File: src/hdl/ecbm_pkg.sv
// ----------------------------------------------------------------------------
// ecbm_pkg
// Shared types, constants and sizing for the endian checked byte memory.
// ----------------------------------------------------------------------------
package ecbm_pkg;

  // Store size in bytes; the store is kept as 64-bit words of eight byte lanes
  localparam longint unsigned MEM_BYTES = 64'd65536;
  localparam int WORDS   = int'((MEM_BYTES + 64'd7) / 64'd8);
  localparam int WORD_AW = (WORDS > 1) ? $clog2(WORDS) : 1;

  localparam logic [64:0] MEM_LIMIT = 65'(MEM_BYTES);

  // Operation codes
  localparam logic OP_READ  = 1'b0;
  localparam logic OP_WRITE = 1'b1;

  // Status codes
  localparam logic [1:0] ST_OK     = 2'd0;
  localparam logic [1:0] ST_BOUNDS = 2'd1;
  localparam logic [1:0] ST_ALIGN  = 2'd2;

  typedef struct packed {
    logic        operation;
    logic [1:0]  access_size;
    logic [63:0] address;
    logic [63:0] write_data;
  } req_t;

  typedef struct packed {
    logic [63:0] read_data;
    logic [1:0]  status;
  } rsp_t;

  // Per-transaction information carried alongside the memory read
  typedef struct packed {
    logic       rd_ok;
    logic [2:0] offset;
    logic [1:0] size;
    logic       big_endian;
    logic [1:0] status;
  } meta_t;

  // Decoded memory command for one transaction
  typedef struct packed {
    logic               rd_en;
    logic [WORD_AW-1:0] word_addr;
    logic [7:0]         we;
    logic [63:0]        wdata;
    meta_t              meta;
  } cmd_t;

  // Value position of the byte at access index idx of an access of 2^size bytes
  function automatic logic [2:0] value_pos(input logic [2:0] idx, input logic [1:0] size,
                                           input logic big_endian);
    logic [2:0] last;
    last = 3'((4'd1 << size) - 4'd1);
    return big_endian ? 3'(last - idx) : idx;
  endfunction

endpackage

File: src/hdl/ecbm_format.sv
// ----------------------------------------------------------------------------
// ecbm_format
// Gathers the bytes of a read from the fetched word into value order.
// ----------------------------------------------------------------------------
module ecbm_format
  import ecbm_pkg::*;
(
  input  meta_t       meta,
  input  logic [63:0] word,
  output rsp_t        rsp
);

  logic [3:0] nbytes;
  logic [2:0] lane;

  assign nbytes = 4'd1 << meta.size;

  always_comb begin
    rsp.read_data = '0;
    lane          = '0;
    for (int p = 0; p < 8; p++) begin
      // value_pos is its own inverse, so it maps value position back to index
      lane = meta.offset + value_pos(3'(p), meta.size, meta.big_endian);
      if (meta.rd_ok && (4'(p) < nbytes)) begin
        rsp.read_data[8*p +: 8] = word[8*lane +: 8];
      end
    end
    rsp.status = meta.status;
  end

endmodule

File: config.mk
export PLATFORM = sky130hd
export DESIGN_NAME = ecbm_format
export DESIGN_NICKNAME = d
export VERILOG_FILES = /design/src/hdl/ecbm_pkg.sv /design/src/hdl/ecbm_format.sv
export SDC_FILE = /design/constraint.sdc
export NUM_CORES = 1
export LEC_CHECK = 0
export BUFFER_PORTS_ARGS = -buffer_cell sky130_fd_sc_hd__clkbuf_2
export CAP_MARGIN = 20
export CORE_MARGIN = 3
export CORE_UTILIZATION = 50
export DETAILED_ROUTE_END_ITERATION = 8
export PLACE_DENSITY = 0.86
export SLEW_MARGIN = 25
export SYNTH_ARGS = -nofsm -noshare
export SYNTH_HDL_FRONTEND = slang
export SYNTH_SLANG_ARGS = --single-unit
export TNS_END_PERCENT = 20
File: constraint.sdc
create_clock -name vclk -period 3.23
set_input_delay 0.1615 -clock vclk [all_inputs]
set_output_delay 0.1615 -clock vclk [all_outputs]
set_load 0.02 [all_outputs]
# Word-level counts from Yosys, hierarchy flattened
# Index checks and enable logic that the tools add are counted.
[op_classes] n_reduce_logical=8 addsub=16 muxes=16 order_cmp=8 shift=9
[ops] op="$shiftx 64x7->8" count=8
[ops] op="$mux 8" count=8
[ops] op="$add 3x3->3" count=8
[ops] op="$mux 3" count=8
[ops] op="$lt 3x4->1 const A" count=4
[ops] op="$sub 3x3->3 const B" count=4
[ops] op="$logic_and 1x1->1" count=8
[ops] op="$lt 1x4->1 const A" count=2
[ops] op="$lt 2x4->1 const A" count=2
[ops] op="$sub 3x1->3 const B" count=2
[ops] op="$sub 3x2->3 const B" count=2
[ops] op="$shl 1x2->4 const A" count=1
[word_totals] elab_cells=57 regBits=0 out_inout_bits=66

# Logic depth before layout (Yosys ltp)
[depth] word_depth=7 depth_mapped=11 mapped_depth_nobuf=10

# Least setup slack after synthesis
# No wires, ideal clock.
[synth_timing] path_type="input -> output" from="input port meta[3] (netlist bit)" to="output port rsp[60] (netlist bit)" n_path_buf=2 setup_slack_ps=555 stages=10 t_required_ps=3069 t_arrival_ps=2514 cell_sequence="inv_1 ha_1 nand2b_1 ha_1 fa_1 clkbuf_1 buf_1 mux4_2 mux2i_1 nor2_1"
[synth_lines] element="from (decl)" line="ecbm_format.sv:8" rtl="input meta_t meta,"
[synth_lines] element="to (decl)" line="ecbm_format.sv:10" rtl="output rsp_t rsp"

==> impl_results.md <==
* Run status: finished clean
* Die Width at 81.67 um
* Arr. time, crit path at 2800 ps
* Number of port buffers at 135
* CLK BUF at 0
* Critical Path RT at 3070 ps
* DRT antenna net count at 0
* Crit end category: output port
* Die area at 6669 um^2
* Post-layout instance area at 3616 um^2
* Hpwl dp at 7896 um
* Synth Warn # at 0
* Inst Count DP at 485
* Final worst path period need at 2965 ps
* Synth area leaders: mux4_2, mux2i_1, nand2_1, a21oi_1, ha_1
* Count of flip-flops and latches at 0
* WL final at 10180 um
* Multi-input combinational cell area at 2708 um^2
* RSZ-0062 raised after global routing: no
* Vias after detailed routing at 3144
* Final period utilization at 91.79%
* Die Height at 81.67 um
* Post-synthesis sequential area ratio at 0%
* Maxcap violations at 0
* Critical path class: primary input to output port
* Largest net degree at the start of global routing at 33
* First drt pass iteration count at 5
* Initial Util at 53.66%
* Vias in the first global route at 3029
* Final Max Tran Viols at 0
* Crit-path leading delay family: adder cells
* IO Count at 139
* Final cell count without fillers at 485
* Post-synth top area share at 50.35%
* Final Core Density at 67.78%
* Mean post-synth cell area at 9.671 um^2
* Pwr dens at 306.9 nW/um^2
* Core Footprint at 5335 um^2
* Hold Buf Count CTS at 0
* First-pass GRT wire length at 14790 um
* Hold path depth at 0
* Yosys cell types at 24
* Setup TNS at 0 ps
* Synth top cells by count: nand2_1, mux4_2, mux2i_1, nor2_1, a21oi_1
* Relative slew slack at 35.10%
* Iter 0 DRT Violations at 281
* Final Wtd Congestion at 0.9792
* Setup Buffers After CTS at 0
* # fillers at 429
* Peak supply drop at 159.3 uV
* Core Rows at 26
* Vias per std cell at 6.482
* Register area at 0 um^2
* Top-count cell post-synth: nand2_1
* Leak at 1.731 nW
* Crit start category: primary input
* CP cell instances: clkbuf_2, inv_1, ha_1, nand2b_1, ha_2, inv_1, fa_1, xnor2_1, xnor2_2, nand2_1, a21oi_1, clkbuf_2
* HP Class: primary input to output port
* Mapped Area at 2863 um^2
* Min-delay src: meta[0]
* CP peak stage delay at 580 ps
* Post-Syn Instances at 296
* Remaining DRCs at 0
* Antenna violations before repair at 0
* Avg WL per Cell at 20.98 um
* Worst path slowest cell: xnor2_2
* Total grt overflow at 0
* Tot Pwr at 1.110 mW
* WHS Endpoint: rsp[0]
* Crit-path max FO at 16
* Synth area leader: mux4_2
* Antenna diodes at 0
* Gr usage total at 29.09%
* Nets@finish at 505
* Worst-Margin Slew at 963.0 ps
* Final setup fails at 0
* Final hold vios at 0
* Post-CTS sizing at 0
* F_max at 337.3 MHz
* Layout cell share with drive strength beyond 1 at 52.53%
* Buffers & Inverters on Critical Path at 4
* Syn nets at 384
* Syn-to-layout area delta at 26.31%
* Placed cell areas at 3608 um^2
==> cell type report <==
class,instances,share of cell area [%]
inverters,6,0.6228
repair buffers,148,22.08
multi-input cells,261,74.88
well taps,70,2.422
==> power breakdown <==
| group | internal (mW) | leakage [nW] | switching (mW) | total (mW) |
|---|---|---|---|---|
| combinational | 0.500 | 1.73 | 0.610 | 1.11 |
| sequential | 0 | 0 | 0 | 0 |
| clock | 0 | 0 | 0 | 0 |
| total | 0.500 | 1.73 | 0.610 | 1.11 |
==> cells by family (layout without fill, tap and decap cells) <==
logic type      Yosys count  after routing  synth area share (%)
compound gates           35             35                 6.512
xor+xnor                  8              8                 3.672
fa+ha+maj                15             15                 7.605
buf+inv                  35            154                 6.119
mux                      96             96                 61.54
simple gates            107            107                 14.55
==> layer usage <==
| metal | share of wire, % | vias up | wire length, um | track usage, % |
|---|---|---|---|---|
| li1 | - | 1362 | - | - |
| met1 | 37 | 1550 | 3739 | 38.20 |
| met2 | 52 | 210 | 5260 | 50.81 |
| met3 | 9.6 | 22 | 977 | 3.509 |
| met4 | 2.0 | 0 | 200 | 8.306 |
| met5 | 0 | - | 0 | 0 |
==> per-stage QoR <==
stage	worst slack [ps]	hold slack (ps)
floorplan	554.6	435.6
global placement	246.0	323.2
detailed placement	15.48	323.2
CTS	12.51	323.2
global route	160.4	323.1
finish	265.1	323.0
==> placed cells by master, fill, tap and decap left out, drive strengths merged <==
| cell type | instances |
|---|---|
| mux2i | 32 |
| buf | 13 |
| a211o | 1 |
| a21oi | 32 |
| xor2 | 3 |
| xnor2 | 3 |
| nand2 | 69 |
| nand2b | 4 |
| nor2 | 32 |
| nor2b | 2 |
| o41ai | 1 |
| ha | 11 |
| inv | 6 |
| xnor3 | 2 |
| fa | 4 |
| o21ai | 1 |
| mux4 | 64 |
| clkbuf | 135 |
==> worst max-delay path by stage <==
stage	slack [ps]	from	cells after the start	endpoint
finish	270	meta[4]	12	rsp[42]
global route	160	meta[4]	12	rsp[42]
floorplan	550	meta[3]	10	rsp[60]
global placement	250	meta[3]	12	rsp[46]
detailed placement	20	meta[3]	12	rsp[42]
CTS	10	meta[4]	12	rsp[42]
Note: power is estimated with default switching activity, not from simulation.
