===== config.mk =====
export PLATFORM = sky130hd
export DESIGN_NAME = ecbm_check
export DESIGN_NICKNAME = d
export VERILOG_FILES = /design/src/hdl/ecbm_pkg.sv /design/src/hdl/ecbm_check.sv
export SDC_FILE = /design/constraint.sdc
export NUM_CORES = 1
export LEC_CHECK = 0
export ABC_AREA = 0
export BUFFER_PORTS_ARGS = -buffer_cell sky130_fd_sc_hd__buf_4
export CAP_MARGIN = 20
export CORE_UTILIZATION = 41
export DETAILED_ROUTE_END_ITERATION = 8
export PLACE_DENSITY = 0.82
export SLEW_MARGIN = 20
export SYNTH_ARGS = -nofsm -noshare
export SYNTH_HDL_FRONTEND = slang
export SYNTH_SLANG_ARGS = --single-unit

===== constraint.sdc =====
create_clock -name vclk -period 6.04
set_clock_uncertainty 0.05 [all_clocks]
set_input_delay 0.604 -clock vclk [all_inputs]
set_output_delay 0.604 -clock vclk [all_outputs]
set_load 0.05 [all_outputs]

===== src/hdl/ecbm_pkg.sv =====
// ----------------------------------------------------------------------------
// ecbm_pkg
// Shared types, constants and sizing for the endian checked byte memory.
// ----------------------------------------------------------------------------
package ecbm_pkg;

  // Store size in bytes; the store is kept as 64-bit words of eight byte lanes
  localparam longint unsigned MEM_BYTES = 64'd65536;
  localparam int WORDS   = int'((MEM_BYTES + 64'd7) / 64'd8);
  localparam int WORD_AW = (WORDS > 1) ? $clog2(WORDS) : 1;

  localparam logic [64:0] MEM_LIMIT = 65'(MEM_BYTES);

  // Operation codes
  localparam logic OP_READ  = 1'b0;
  localparam logic OP_WRITE = 1'b1;

  // Status codes
  localparam logic [1:0] ST_OK     = 2'd0;
  localparam logic [1:0] ST_BOUNDS = 2'd1;
  localparam logic [1:0] ST_ALIGN  = 2'd2;

  typedef struct packed {
    logic        operation;
    logic [1:0]  access_size;
    logic [63:0] address;
    logic [63:0] write_data;
  } req_t;

  typedef struct packed {
    logic [63:0] read_data;
    logic [1:0]  status;
  } rsp_t;

  // Per-transaction information carried alongside the memory read
  typedef struct packed {
    logic       rd_ok;
    logic [2:0] offset;
    logic [1:0] size;
    logic       big_endian;
    logic [1:0] status;
  } meta_t;

  // Decoded memory command for one transaction
  typedef struct packed {
    logic               rd_en;
    logic [WORD_AW-1:0] word_addr;
    logic [7:0]         we;
    logic [63:0]        wdata;
    meta_t              meta;
  } cmd_t;

  // Value position of the byte at access index idx of an access of 2^size bytes
  function automatic logic [2:0] value_pos(input logic [2:0] idx, input logic [1:0] size,
                                           input logic big_endian);
    logic [2:0] last;
    last = 3'((4'd1 << size) - 4'd1);
    return big_endian ? 3'(last - idx) : idx;
  endfunction

endpackage


===== src/hdl/ecbm_check.sv =====
// ----------------------------------------------------------------------------
// ecbm_check
// Bounds and alignment check, and byte-lane steering of write data.
// ----------------------------------------------------------------------------
module ecbm_check
  import ecbm_pkg::*;
(
  input  req_t req,
  input  logic big_endian,
  output cmd_t cmd
);

  logic [3:0]  nbytes;
  logic [64:0] end_addr;
  logic [2:0]  mask;
  logic [1:0]  status;
  logic [2:0]  offset;
  logic [2:0]  idx;
  logic [2:0]  pos;
  logic        ok;

  assign nbytes   = 4'd1 << req.access_size;
  assign end_addr = {1'b0, req.address} + 65'(nbytes);
  assign mask     = 3'(nbytes - 4'd1);
  assign offset   = req.address[2:0];

  // Bounds first (a 65-bit sum also catches a wrap past 2^64), then alignment
  always_comb begin
    priority if (end_addr > MEM_LIMIT) begin
      status = ST_BOUNDS;
    end else if ((offset & mask) != 3'd0) begin
      status = ST_ALIGN;
    end else begin
      status = ST_OK;
    end
  end

  assign ok = (status == ST_OK);

  always_comb begin
    cmd.we    = '0;
    cmd.wdata = '0;
    idx       = '0;
    pos       = '0;
    for (int k = 0; k < 8; k++) begin
      idx = 3'(k) - offset;
      pos = value_pos(idx, req.access_size, big_endian);
      if ({1'b0, idx} < nbytes) begin
        cmd.we[k] = ok && (req.operation == OP_WRITE);
        cmd.wdata[8*k +: 8] = req.write_data[8*pos +: 8];
      end
    end
    cmd.rd_en           = ok && (req.operation == OP_READ);
    cmd.word_addr       = req.address[WORD_AW+2:3];
    cmd.meta.rd_ok      = ok && (req.operation == OP_READ);
    cmd.meta.offset     = offset;
    cmd.meta.size       = req.access_size;
    cmd.meta.big_endian = big_endian;
    cmd.meta.status     = status;
  end

endmodule


* Word-level counts from Yosys, hierarchy flattened
Cells that the tools add are included.
** Storage, ports and cells
- Word-level logic and storage cells :: 68
- Input bits :: 132
- Latch bits :: 0
- ROM bits :: 0
- Flip-flop bits (word level) :: 0
- Memories :: 0
- Bits in writable memories :: 0
** Cells by class
- Mux-type cells :: 26
- Magnitude comparators :: 9
- Div/mod/pow operators :: 0
- Bitwise gates (word level) :: 2
- Shifts and indexed selects :: 9
- Equal/unequal tests :: 0
- Reduce and logical (&&, ||, !) cells :: 4
- $add $sub $neg :: 18
- $mul :: 0
** Operators with widths (count)
- 64-bit by 7-bit indexed part select with 8-bit output :: 8
- 64-bit by 4-bit adder with 65-bit output :: 1
- 65-bit by 17-bit > comparator with 1-bit output (second input constant) :: 1
- 8-bit 2-to-1 mux :: 8
- 3-bit by 4-bit < comparator with 1-bit output :: 8
- 3-bit 2-to-1 mux :: 8
- 3-bit subtractor :: 8
- 3-bit subtractor (first input constant) :: 4
- 1-bit 2-to-1 mux :: 8
- 1-bit by 3-bit subtractor with 3-bit output (first input constant) :: 2
- 2-bit by 3-bit subtractor with 3-bit output (first input constant) :: 2
- 2-bit 2-to-1 mux :: 2
- 1-bit by 2-bit << shifter with 4-bit output (first input constant) :: 1
- 3-bit bitwise AND :: 1
- 3-bit nonzero test :: 1
- 3-bit by 1-bit subtractor with 3-bit output (second input constant) :: 1
- 1-bit logical AND :: 2
- 2-bit zero test :: 1
- 1-bit NOT :: 1

* Logic depth before layout (Yosys ltp)
Gate-level depths: netlist of the first run.
- Depth after elaboration :: 9
- Mapped depth :: 15

* Least setup slack after synthesis of the first run
No wires, ideal clock.
- Path type :: input-to-output
- From :: in req[128] in the netlist's numbering
- To :: out cmd[94] in the netlist's numbering
- Required time :: 5.386 ns
- Stages :: 14
- Data arrival time :: 5.613 ns
- Path buffers :: 3
- Path slack :: -0.227 ns
- Cell sequence :: clkbuf_1 > nor2_1 > ha_1 > ha_1 > clkbuf_1 > nor2b_1 > o311ai_0 > a2111oi_0 > mux2i_1 > a31oi_1 > a2111oi_4 > inv_2 > nor4_1 > buf_4
** RTL lines
- from (decl) :: line ecbm_check.sv:8 : input req_t req,
- to (decl) :: line ecbm_check.sv:10 : output cmd_t cmd

==> results of run 1 <==
layout make-up:
cell class         count  area share [%]
inverters             23            1.19
well taps            176            3.02
repair buffers       238            24.5
multi-input cells    765            71.3
worst max-delay path by stage:
stage,to,slack (ps),from,depth (start not counted)
finish,cmd[77],510,req[128],12
global route,cmd[77],100,req[128],13
CTS,cmd[77],620,req[128],13
detailed placement,cmd[77],650,req[128],13
global placement,cmd[73],800,req[128],12
floorplan,cmd[1],250,req[128],13
through the flow:
step,hold slack [ps],instances,util [%],power [mW]
6_report,1450,1202,55.2,1.10
3_5_place_dp,1450,1202,54.8,1.08
5_1_grt,1450,1202,55.2,1.17
4_1_cts,1450,1202,54.8,1.08
2_1_floorplan,1330,855,-,0.742
3_3_place_gp,1450,1202,54.8,1.07
routing by layer:
metal	vias up	GRT usage [%]	routed length (um)	share of wire, %
li1	3523	-	-	-
met1	3525	41.2	9370	42
met2	445	52.0	10500	47
met3	70	2.81	1860	8.2
met4	0	9.05	816	3.6
met5	-	0	0	0
kinds of logic after synthesis:
family / count (synthesis) / synth area share (%)
and+or+nand+nor: 417 / 37.6
AOI/OAI and AO/OA: 211 / 25.5
buffers and inverters: 90 / 7.74
muxes: 89 / 19.7
xor gates and xnor gates: 31 / 4.91
adders and majority gates: 17 / 4.53
power by group:
group	switching (mW)	total, mW	internal [mW]
registers	0	0	0
logic	0.734	1.10	0.369
clock network	0	0	0
total	0.734	1.10	0.369
cells in the final DEF (no fill, tap or decap), types with 5 or more instances in the layout:
master,instances
or2_2,6
o21ai_0,17
nand4_1,26
nor4_1,19
o41ai_1,6
nor3_1,16
fa_1,5
or4_1,5
a211oi_1,21
o2111ai_1,6
nor2b_1,19
and3_1,14
mux2i_1,72
xnor2_1,15
o22ai_1,5
o31ai_1,11
inv_1,22
nor2_1,38
buf_4,238
xnor2_2,6
a21oi_1,76
and4_1,6
nand3_1,25
mux4_2,16
nand2_1,205
ha_1,12
a31oi_1,21
xor2_1,10
nand3b_1,10
critical path, stage by stage:
cell	delay [ps]
buf_4	170
nor2_1	250
ha_1	400
a21oi_1	140
and4b_1	620
o21ai_0	230
or4b_2	670
o2bb2ai_1	150
o31ai_1	290
nand4_1	430
nor4_1	610
buf_4	300
==> flow_summary.toml, run 1 <==
[run_status]
status = "complete, no violations"

[synth]
synth_top_area_share_pct = 13.9
synthesis.area_um2 = 5530
synth_area_per_cell_um2 = 6.47
synth_cell_types = 72
synthCells = 855
yosysTopAreaCell = "nand2_1"
synth.area.top_cells = "nand2_1 (14%), mux2i_1 (13%), a21oi_1 (7.2%)"
seq_area_frac_synth_pct = 0
yosys_warnings = 0
syn-num-nets = 1004
synthTopCellsByCount = "nand2_1 (205), a21oi_1 (79), mux2i_1 (73)"
synth_most_common_cell = "nand2_1"

[global_routing]
grt_pass1_wl_um = 35500
grt_use_total_pct = 30.7
globalRouteOverflowTotal = 0
antenna_found_initial = 0
grt_pass1_vias = 6760
grt_max_degree = 33

[route]
dr_total_vias = 7563
dr.pass1.iters = 5
viasPerCell = 6.29
ant_nets = 0
drt_iter0_markers = 984
post_drt_wl_per_cell_um = 18.8
finalWirelength_um = 22600
drc = 0

[worst_setup_path]
crit_path_start_kind = "input pin"
worstPathArrival_ps = 4880
cp-end-kind = "primary output"
required_ps = 5390
critPathKind = "input pin to primary output"
worstPathMaxFanout = 18

[timing]
fmax_mhz = 181
maxSlewHeadroom_pct = 36.0
finalCritPeriodShare_pct = 91.6
setup_viol = 0
finalSetupTns_ps = 0
period_needed_ps = 5530
fin_ws_ps = 509
hold_viol = 0
worstMarginPinSlew_ps = 960
slew_violations = 0
rsz0062_at_grt = "false"

[cells_and_area]
final_area_um2 = 7280
area_growth_syn_to_layout_pct = 31.8
nets = 1177
nFlopsAndLatches = 0
antenna_cells = 0
drive_gt1_share_pct = 28.0
n_fill_cell = 1290
clkbuf_count = 0
regArea_um2 = 0
multi_input_area_um2 = 5190

[floorplanning]
die_w_um = 118
core_area_um2 = 13200
num_io_pins = 227
die_area_um2 = 14000
rows = 42
die_h_um = 118
start_util_pct = 41.9

[clock_network]
cts_setup_buffers = 0
cts_hold_buf = 0
cts_resized = 0

[worst_hold_path]
hold_end = "cmd[81]"
hp-class = "input pin to primary output"
hold_path_depth = 2
min_from = "req[67]"

[power_and_ir_drop]
max-vdd-ir-drop_uv = 157
power.leakage_nw = 3.24
pwr_density_cell_nw_per_um2 = 151

[place]
port_buffers = 227
placed_area_um2 = 7230
dp.final_hpwl_um = 18500
gp_congestion = 1.03
pre_cts_slack_ps = 652

[flow_run]
maxCapViolCount = 0
(Power assumes the default switching activity.)
==> inputs of run 2 (changes only) <==
ABC_CLOCK_PERIOD_IN_PS = 6040   (was unset)
CORE_MARGIN = 2   (was unset)
==> run 2 against run 1 <==
Compared with the run above: final cell count grew 0.25%; critical path type unchanged; design area rose by 0.53%; sequential share of layout area is the same; die area increased by 3.4%; largest cell class unchanged; count of clock-buffer cells in the layout unchanged; largest power group unchanged; critical endpoint is now cmd[0]; worst setup slack improved by 2.5 ps; sequential cell count stayed put.
==> flow_summary.toml, run 2 (synthesis results as in run 1) <==
[timing]
worstMarginPinSlew_ps = 991
setup_viol = 0
slew_violations = 0
finalCritPeriodShare_pct = 91.5
hold_viol = 0
period_needed_ps = 5530
finalSetupTns_ps = 0
rsz0062_at_grt = "false"
maxSlewHeadroom_pct = 33.9
fmax_mhz = 181

[cells_and_area]
antenna_cells = 0
clkbuf_count = 0
postLayoutCoreUtil_pct = 55.5
layout_commonest_cell = "buf_4"
nets = 1180
area_growth_syn_to_layout_pct = 32.5
n_fill_cell = 1285
multi_input_area_um2 = 5190
drive_gt1_share_pct = 28.2
regArea_um2 = 0
layout_common_cells = "buf_4 (240), nand2_1 (205), a21oi_1 (76)"
nFlopsAndLatches = 0

[global_routing]
grt_max_degree = 49
grt_pass1_wl_um = 36700
grt_use_total_pct = 30.8
antenna_found_initial = 0
globalRouteOverflowTotal = 0
grt_pass1_vias = 6881

[power_and_ir_drop]
pwr_density_cell_nw_per_um2 = 152
max-vdd-ir-drop_uv = 143
power.leakage_nw = 3.25

[route]
drt_iter0_markers = 945
drc = 0
dr.pass1.iters = 6
dr_total_vias = 7582
viasPerCell = 6.29
finalWirelength_um = 23400
post_drt_wl_per_cell_um = 19.4
ant_nets = 0

[worst_setup_path]
cp-endpoint = "cmd[0]"
cp-end-kind = "primary output"
cp-startpoint = "req[129]"
critPathKind = "input pin to primary output"
crit_path_start_kind = "input pin"
worstPathArrival_ps = 4870
worstPathMaxFanout = 19
required_ps = 5390

[floorplanning]
die_w_um = 120
core_area_um2 = 13200
rows = 42
start_util_pct = 41.9
die_area_um2 = 14400
die_h_um = 120
num_io_pins = 227

[place]
dp.final_hpwl_um = 19100
port_buffers = 227
gp_congestion = 1.02

[worst_hold_path]
hp-class = "input pin to primary output"

[flow_run]
maxCapViolCount = 0

[run_status]
status = "complete, no violations"

[clock_network]
cts_setup_buffers = 0
cts_hold_buf = 0
cts_resized = 0
[run 2: cell types whose count changed in the layout (fill, tap and decap cells not counted)]
cell	previous run	this run
buf_16	0	1
nor4b_1	3	2
buf_4	238	240
xnor2_2	6	4
o31ai_2	0	1
o31ai_1	11	10
nor4b_2	0	1
xnor2_1	15	17
[run 2: worst max-delay path: stages]
cell and delay, ps:
buf_4 170, inv_1 210, nand2_1 140, ha_1 340
ha_1 310, nor2b_1 190, o311ai_0 650, a21oi_1 180
o311ai_0 550, nand4_1 250, nor4_4 330, nand3_4 200
or4_1 530, buf_4 200
[run 2: layout make-up]
cell class | instances | area share (%)
timing repair buffer | 241 | 25.0
tap | 176 | 3.01
multi-input combinational | 765 | 70.8
inverter | 23 | 1.18
[run 2: layer usage]
metal | wire [um] | track usage, %
met4 | 904 | 9.04
met2 | 10600 | 49.9
met3 | 2270 | 2.76
met5 | 0 | 0
met1 | 9610 | 43.4
[run 2: power by group]
part / switching (mW) / internal, mW
logic: 0.742 / 0.374
clock network: 0 / 0
registers: 0 / 0
total: 0.742 / 0.374
[run 2: per-stage QoR]
stage          total power [mW]  hold slack (ps)  cell area, um2  setup slack [ps]  cells
2_1_floorplan             0.742             1330            5530               252    855
3_3_place_gp               1.08             1450            7260               717   1204
3_5_place_dp               1.09             1450            7260               643   1204
4_1_cts                    1.09             1450            7260               630   1204
5_1_grt                    1.18             1450            7320               190   1205
6_report                   1.12             1450            7320               512   1205
[run 2: worst min-delay path by stage]
stage,from,cells after the start,end,slack [ps]
6_report,req[67],2,cmd[81],1450
5_1_grt,req[67],2,cmd[81],1450
4_1_cts,req[67],2,cmd[81],1450
3_5_place_dp,req[67],2,cmd[81],1450
3_3_place_gp,req[67],2,cmd[81],1450
2_1_floorplan,big_endian,1,cmd[2],1330
